$ cat src/sv/utf8d_pkg.sv
package utf8d_pkg;

    localparam int unsigned BYTE_W   = 8;
    localparam int unsigned STATUS_W = 3;
    localparam int unsigned CP_W     = 21;

    // Decode status codes, as they appear on the result port
    localparam logic [STATUS_W-1:0] ST_START  = 3'd0;
    localparam logic [STATUS_W-1:0] ST_ACCEPT = 3'd1;
    localparam logic [STATUS_W-1:0] ST_REJECT = 3'd2;
    localparam logic [STATUS_W-1:0] ST_EXP1   = 3'd3;
    localparam logic [STATUS_W-1:0] ST_EXP2   = 3'd4;
    localparam logic [STATUS_W-1:0] ST_EXP3   = 3'd5;

    typedef struct packed {
        logic [STATUS_W-1:0] status;
        logic [CP_W-1:0]     acc;
    } dec_state_t;

endpackage

$ cat src/sv/utf8d_step.sv
module utf8d_step (
    input  utf8d_pkg::dec_state_t         cur,
    input  logic [utf8d_pkg::BYTE_W-1:0]  byte_in,
    output utf8d_pkg::dec_state_t         nxt
);

    logic                            is_cont;
    logic [utf8d_pkg::CP_W-1:0]      tail_bits;
    logic [utf8d_pkg::STATUS_W-1:0]  tail_status;

    assign is_cont = (byte_in[7:6] == 2'b10);

    always_comb begin
        nxt         = cur;
        tail_bits   = '0;
        tail_status = utf8d_pkg::ST_REJECT;
        case (cur.status)
            utf8d_pkg::ST_START,
            utf8d_pkg::ST_ACCEPT,
            utf8d_pkg::ST_REJECT: begin
                if (byte_in == 8'hC0 || byte_in == 8'hC1) begin
                    nxt.status = utf8d_pkg::ST_REJECT;
                end else if (byte_in[7] == 1'b0) begin
                    nxt.acc    = {13'd0, byte_in};
                    nxt.status = utf8d_pkg::ST_ACCEPT;
                end else if (is_cont) begin
                    // stray continuation: resync
                    nxt.status = utf8d_pkg::ST_START;
                end else if (byte_in[7:5] == 3'b110) begin
                    nxt.acc    = {10'd0, byte_in[4:0], 6'd0};
                    nxt.status = utf8d_pkg::ST_EXP1;
                end else if (byte_in[7:4] == 4'b1110) begin
                    nxt.acc    = {5'd0, byte_in[3:0], 12'd0};
                    nxt.status = utf8d_pkg::ST_EXP2;
                end else if (byte_in[7:3] == 5'b11110) begin
                    nxt.acc    = {byte_in[2:0], 18'd0};
                    nxt.status = utf8d_pkg::ST_EXP3;
                end else begin
                    nxt.status = utf8d_pkg::ST_REJECT;
                end
            end
            utf8d_pkg::ST_EXP3: begin
                tail_bits   = {3'd0, byte_in[5:0], 12'd0};
                tail_status = is_cont ? utf8d_pkg::ST_EXP2 : utf8d_pkg::ST_REJECT;
                nxt.acc     = cur.acc | tail_bits;
                nxt.status  = tail_status;
            end
            utf8d_pkg::ST_EXP2: begin
                tail_bits   = {9'd0, byte_in[5:0], 6'd0};
                tail_status = is_cont ? utf8d_pkg::ST_EXP1 : utf8d_pkg::ST_REJECT;
                nxt.acc     = cur.acc | tail_bits;
                nxt.status  = tail_status;
            end
            utf8d_pkg::ST_EXP1: begin
                tail_bits   = {15'd0, byte_in[5:0]};
                tail_status = is_cont ? utf8d_pkg::ST_ACCEPT : utf8d_pkg::ST_REJECT;
                nxt.acc     = cur.acc | tail_bits;
                nxt.status  = tail_status;
            end
            default: begin
                nxt = cur;
            end
        endcase
    end

endmodule

$ cat src/sv/utf8_byte_decoder.sv
// UTF-8 byte decoder. Feed one byte of the stream per word on the s_ channel; every
// byte gives exactly one result word on the m_ channel carrying the new decode status
// (0 start, 1 accept, 2 reject, 3/4/5 expecting one/two/three more bytes) and the 21-bit
// code-point accumulator, which holds a finished code point when the status is accept.
// Lead bytes C0, C1 and F8..FF reject, a stray continuation byte resyncs to start, and a
// non-continuation byte where a continuation is due rejects after its low six bits have
// been merged. Surrogates, overlong 3/4-byte forms and values above 10FFFF pass unchecked.
// Throughput is one byte per clock while the result side does not stall: the decode
// step is a single level of compare and merge logic between the input register and the
// result register, and the status and accumulator it updates feed straight back to it.
// Each byte waits in the input register and its result word is loaded into the result
// register. The output register holds a result while m_ready is low, and the input
// register keeps taking a byte whenever the result register can move on.
module utf8_byte_decoder (
    input  logic                                aclk,
    input  logic                                aresetn,
    input  logic                                s_valid,
    output logic                                s_ready,
    input  logic [utf8d_pkg::BYTE_W-1:0]        s_byte_in,
    output logic                                m_valid,
    input  logic                                m_ready,
    output logic [utf8d_pkg::STATUS_W-1:0]      m_status,
    output logic [utf8d_pkg::CP_W-1:0]          m_code_point
);

    // input register
    logic                               in_valid_reg;
    logic [utf8d_pkg::BYTE_W-1:0]       in_byte_reg;

    // decoder state
    utf8d_pkg::dec_state_t              state_reg;
    utf8d_pkg::dec_state_t              state_next;

    // result register
    logic                               out_valid_reg;
    utf8d_pkg::dec_state_t              out_reg;

    logic                               advance;

    // Move the held byte through the decode step when the result register is free
    // or is being emptied in this cycle.
    assign advance = in_valid_reg && (!out_valid_reg || m_ready);
    assign s_ready = !in_valid_reg || advance;

    utf8d_step u_step (
        .cur     (state_reg),
        .byte_in (in_byte_reg),
        .nxt     (state_next)
    );

    always_ff @(posedge aclk) begin
        if (!aresetn) begin
            in_valid_reg <= 1'b0;
        end else if (s_ready) begin
            in_valid_reg <= s_valid;
        end
    end

    always_ff @(posedge aclk) begin
        if (s_valid && s_ready) begin
            in_byte_reg <= s_byte_in;
        end
    end

    // Decode status and accumulator: control state, so reset both.
    always_ff @(posedge aclk) begin
        if (!aresetn) begin
            state_reg.status <= utf8d_pkg::ST_START;
            state_reg.acc    <= '0;
        end else if (advance) begin
            state_reg <= state_next;
        end
    end

    always_ff @(posedge aclk) begin
        if (!aresetn) begin
            out_valid_reg <= 1'b0;
        end else if (advance) begin
            out_valid_reg <= 1'b1;
        end else if (m_ready) begin
            out_valid_reg <= 1'b0;
        end
    end

    // Payload of the result word: load alongside the state update.
    always_ff @(posedge aclk) begin
        if (advance) begin
            out_reg <= state_next;
        end
    end

    assign m_valid      = out_valid_reg;
    assign m_status     = out_reg.status;
    assign m_code_point = out_reg.acc;

`ifndef SYNTHESIS
    // A word that enters the decode step always lands in the result register.
    assert property (@(posedge aclk) disable iff (!aresetn)
        advance |=> out_valid_reg)
        else $error("decoded word lost before result register");

    // A byte blocked by a full result register waits unchanged.
    assert property (@(posedge aclk) disable iff (!aresetn)
        (in_valid_reg && !advance) |=> (in_valid_reg && $stable(in_byte_reg)))
        else $error("held input byte dropped or altered");

    // The word on show always matches the live decoder state.
    assert property (@(posedge aclk) disable iff (!aresetn)
        out_valid_reg |-> (m_status == state_reg.status && m_code_point == state_reg.acc))
        else $error("result word out of step with decoder state");

    // The two unused status codes are never entered.
    assert property (@(posedge aclk) disable iff (!aresetn)
        state_reg.status <= utf8d_pkg::ST_EXP3)
        else $error("decoder entered an unused status code");
`endif

endmodule

$ cat config.mk
export PLATFORM = sky130hd
export DESIGN_NAME = utf8_byte_decoder
export DESIGN_NICKNAME = d
export VERILOG_FILES = /design/src/sv/utf8d_pkg.sv /design/src/sv/utf8d_step.sv /design/src/sv/utf8_byte_decoder.sv
export SDC_FILE = /design/constraint.sdc
export NUM_CORES = 1
export LEC_CHECK = 0
export ABC_CLOCK_PERIOD_IN_PS = 2820
export BUFFER_PORTS_ARGS = -buffer_cell sky130_fd_sc_hd__buf_4
export CAP_MARGIN = 20
export CORE_MARGIN = 10
export CORE_UTILIZATION = 55
export DETAILED_ROUTE_END_ITERATION = 8
export HOLD_SLACK_MARGIN = 0.15
export PLACE_DENSITY_LB_ADDON = 0.05
export SYNTH_ARGS = -nofsm -noshare
export SYNTH_HDL_FRONTEND = slang
export SYNTH_SLANG_ARGS = --single-unit
export TNS_END_PERCENT = 50
$ cat constraint.sdc
create_clock -name aclk -period 2.82 [get_ports aclk]
set_clock_uncertainty 0.2 [all_clocks]
set_input_delay 0 -clock aclk [delete_from_list [all_inputs] [get_ports aclk]]
set_output_delay 0 -clock aclk [all_outputs]
set_load 0.02 [all_outputs]
# Word level (Yosys, flattened, before mapping)
# Index checks and enable logic that the tools add are counted.
# Widths: inputs -> output; s select.
# op_classes
mux,15
n_reduce_logical,10
n_eq_ne,11
bitwise,3
# ops
op,count
$pmux 24 s4,1
$mux 24,3
$mux 21,3
$or 21x12->21,1
$or 21x18->21,1
$or 21x6->21,1
$eq 8x8->1 const B,2
$mux 3,4
$eq 3x3->1 const B,3
$eq 3x2->1 const B,2
$eq 5x5->1 const B,1
$eq 4x4->1 const B,1
$eq 3x1->1 const B,1
$logic_not 3->1,1
$logic_or 1x1->1,3
$mux 1,3
$reduce_or 3->1,1
$eq 2x2->1 const B,1
$logic_and 1x1->1,2
$logic_not 1->1,2
$mux 2,1
$reduce_bool 2->1,1
# totals
word_cells,46
in_bits,12
output_inout_bits,26
ff_bits,58

# Longest topological paths before layout
# depth
ltp_word,8
mapped_depth,7
mapped_depth_nobuf,5

# Hierarchy
# A second synthesis with hierarchy kept.
# unflattened
cells_unflattened,258
hier_area_um2,2772.7
# by_module_without_submodules
module,cells_per_inst,seq_area_each_um2,area_each_um2,instances
utf8_byte_decoder,146,1481.4,2029.4,1
utf8d_step,112,0.0,743.2,1

# Worst setup path before layout
# Ideal clock, no wire load.
# synth_path
kind,reg-to-reg
from,reg out_valid_reg (netlist: m_valid)
to,reg out_reg (netlist bit m_code_point[0]) (enable)
setup_time_ns,0.397
required_ns,2.223
n_path_buf,1
setup_slack_ns,0.657
synth_period_minus_slack_ns,2.163
path_stages_with_launch,5
arrival_ns,1.566
cell_sequence,dfxtp_1 -> nand2b_1 -> nand2_1 -> inv_1 -> clkbuf_1
# synth_between
elab_chain_cells,3
# synth_rtl
item,line,source
start: declaration,utf8_byte_decoder.sv:35,logic out_valid_reg;
start signal: assignment,utf8_byte_decoder.sv:77,out_valid_reg <= 1'b0;
start signal: assignment,utf8_byte_decoder.sv:79,out_valid_reg <= 1'b1;
start signal: assignment,utf8_byte_decoder.sv:81,out_valid_reg <= 1'b0;
$logic_not 1->1,utf8_byte_decoder.sv:42,assign advance = in_valid_reg && (!out_valid_reg || m_ready);
$logic_or 1x1->1,utf8_byte_decoder.sv:42,
$logic_and 1x1->1,utf8_byte_decoder.sv:42,
net advance,utf8_byte_decoder.sv:38,logic advance;
end signal: assignment,utf8_byte_decoder.sv:88,out_reg <= state_next;
end: declaration,utf8_byte_decoder.sv:36,utf8d_pkg::dec_state_t out_reg;
# The timed path passes the listed nets, and every way through them passes these cells.
# A chain may end at the register's enable or synchronous reset.

==> impl_results.md <==
* Vias in the first global route at a little over 2000
* Top_reg_cell synth: edfxtp_1
* Site Rows at 25
* Hold Crit Endpoint: in_byte_reg[1]
* Leak Pwr at 1.29 nW
* Starting Density at 0.564
* Final setup viols at 0
* CP required at 2.83 ns
* EDFF count, synth at 32
* Distinct cells, synth at 51
* Placed cell area at 2930 sq um
* Placer Congestion at 0.917
* Critical-path cell list: nor4_2, o221a_1, nand2b_4, a22o_1
* Worst Reg2Reg Path Length in Cells at 4
* TritonCTS clock tree: yes
* Largest fanout on the critical path at 16
* Mapped Cells at about 230
* Met2 Usage GRT at 0.262
* DR pass1 iterations at 4
* ANT nets after route at 0
* PwrDens at 582 nW/um^2
* Asr flop ratio synth at 0
* Top-count cell post-synth: edfxtp_1
* CP max stage delay at 0.61 ns
* CTS Root Cell: clkbuf_8
* Via density at 5.81
* Total congestion overflow at 0
* Hold path cells at 2
* Yosys Warn Count at 0
* Core region area at roughly 4700 sq um
* Largest net degree at the start of global routing at 20
* Fraction of layout cells with a size suffix above 1 at 0.227
* Fillers at 361
* Fmax at 440 MHz
* Die width at 89.6 um
* Reg2Reg Capture Point: m_code_point[20]
* Worst-path clk slew at ~0.060 ns
* # diodes at 0
* Crit Path Class: reg -> reg
* Design area at 3240 sq um
* 1st-iter DRT viols at 151
* Syn_area_per_cell at ~11 sq um
* Setup crit end kind: flip-flop
* WL final at 6.09 mm
* Flop-to-flop setup slack at 0.55 ns
* Least-Margin Pin Slew at 0.702 ns
* RSZ-0062 raised after global routing: false
* # IOs at 38
* Tcrit/Tclk final at 0.805
* CTS sink cnt at 58
* Post-synth top cells: edfxtp_1, a22o_1, dfxtp_1
* First-pass GRT wire length at 10.2 mm
* Max VDD drop at 0.000341 V
* Crit path buf inv count at 0
* Hold crit path type: in -> reg
* TritonCTS buffer count at 9
* Initial antenna violation count at 0
* Critical path depth at 4
* Max-cap violations at 0
* Slew Limit Fails at 0
* Die Area at 8030 sq um
* Post-CTS setup buffer count at 0
* Hold_sp: s_byte_in[1]
* Layout net count at 289
* Clock latency on the worst-skew pair at 0.34 ns
* DRC at 0
* Slowest CP cell: edfxtp_1
* Final hold vios at 0
* Worst Hold Slack at 0.179 ns
* Max reg flops at 24
* Family with the most delay on the worst path: simple AND/OR/NAND/NOR gates
* CP arrival at 2.28 ns
* R2r startpoint: in_byte_reg[4]
* Synthesized cell area at 2660 sq um
* GR Util met1 at 0.208
* Normalized max-slew margin at 0.532
* Gr usage total at 0.166
* Final core occ at 0.687
* Routed WL per cell at 17.4 um
* Flops & latches, synth at 58
* Setup crit start kind: flip-flop
* Min cycle time layout at 2.27 ns
* Clock buffer depth at 2
* Status: finished clean
* Leading area contributor after synthesis: edfxtp_1
* Vias at between 2000 and 2500
* H-Tree Depth at 3
* Post-synth top area share at 0.361
* Seq/Total Area, Yosys at 0.556
* Gr busiest metal: met2
* Synth top area cells: edfxtp_1, dfxtp_1, a22o_1, o21ai_0, a21o_1
* Die Ht at around 90 um
* Area Growth Syn to Fin at 21.7%
* Met3 Usage GRT at 0.0433
* DP HPWL at 3.95 mm
* PortBufs at 37
* Post-Syn Nets at 244
* Fin Setup TNS at 0 ns
metal layers:
| layer | share of wire | up-vias |
|---|---|---|
| met2 | 0.47 | 72 |
| met3 | 0.078 | 9 |
| met1 | 0.44 | 963 |
| met5 | 0 | - |
| li1 | - | 982 |
| met4 | 0.014 | 0 |
timing repair:
item	4_1_cts	5_1_grt
hold endpoints to repair	42	0
endpoints found under the setup margin	0	0
resized for setup	0	0
hold buffers	14	0
cell families after synthesis:
logic type / synth area share
compound gates: 0.258
simple gates: 0.136
flops: 0.556
buf+inv: 0.0493
report_power, final:
| group | internal [mW] | switching, mW |
|---|---|---|
| logic | 0.102 | 0.121 |
| registers | 0.936 | 0.0474 |
| clock network | 0.366 | 0.315 |
| total | 1.40 | 0.484 |
placed cells by master (no fill, tap or decap), drive strengths merged, types with 2 or more instances in the layout:
| cell | netlist | final |
|---|---|---|
| dfxtp | 26 | 26 |
| o22ai | 3 | 3 |
| nand3 | 4 | 4 |
| o21ai | 13 | 13 |
| o21a | 2 | 2 |
| a22o | 29 | 29 |
| nor3 | 3 | 3 |
| nand2 | 14 | 14 |
| nor2 | 11 | 11 |
| edfxtp | 32 | 32 |
| a22oi | 2 | 2 |
| nand2b | 6 | 6 |
| a31oi | 8 | 8 |
| inv | 5 | 5 |
| o211ai | 2 | 2 |
| buf | 9 | 39 |
| and3 | 3 | 3 |
| and2 | 4 | 4 |
| dlygate4sd3 | 0 | 14 |
| a2bb2oi | 2 | 2 |
| clkbuf | 10 | 14 |
| and3b | 2 | 2 |
| a21boi | 2 | 2 |
| a21oi | 8 | 8 |
| a31o | 2 | 2 |
| a21o | 8 | 8 |
| a41oi | 2 | 2 |
| nor2b | 6 | 6 |
through the flow:
| step | setup WS (ns) | instances | power, mW |
|---|---|---|---|
| 2_1_floorplan | 0.657 | 232 | 1.14 |
| 3_3_place_gp | 0.654 | 319 | 1.21 |
| 3_5_place_dp | 0.572 | 319 | 1.21 |
| 4_1_cts | 0.560 | 349 | 1.90 |
| 5_1_grt | 0.401 | 349 | 1.97 |
| 6_report | 0.549 | 349 | 1.89 |
worst max path at each step:
| stage | to | start | slack, ns |
|---|---|---|---|
| after floorplan | m_code_point[0] | m_valid | 0.66 |
| after global placement | m_code_point[4] | in_byte_reg[4] | 0.65 |
| after detailed placement | m_code_point[20] | in_byte_reg[4] | 0.57 |
| after CTS | m_code_point[20] | in_byte_reg[4] | 0.56 |
| after global routing | m_code_point[18] | in_byte_reg[4] | 0.40 |
| final | m_code_point[20] | in_byte_reg[4] | 0.55 |
cell type report:
type	instances	area, sq um	share of cell area
sequential	58	1480	0.457
clock inverter	2	12.5	0.00386
multi-input combinational	150	1050	0.324
timing repair buffer	53	433	0.133
tap	67	83.8	0.0258
inverter	5	18.8	0.00579
clock buffer	14	163	0.0502
Note: power is estimated with default switching activity, not from simulation.
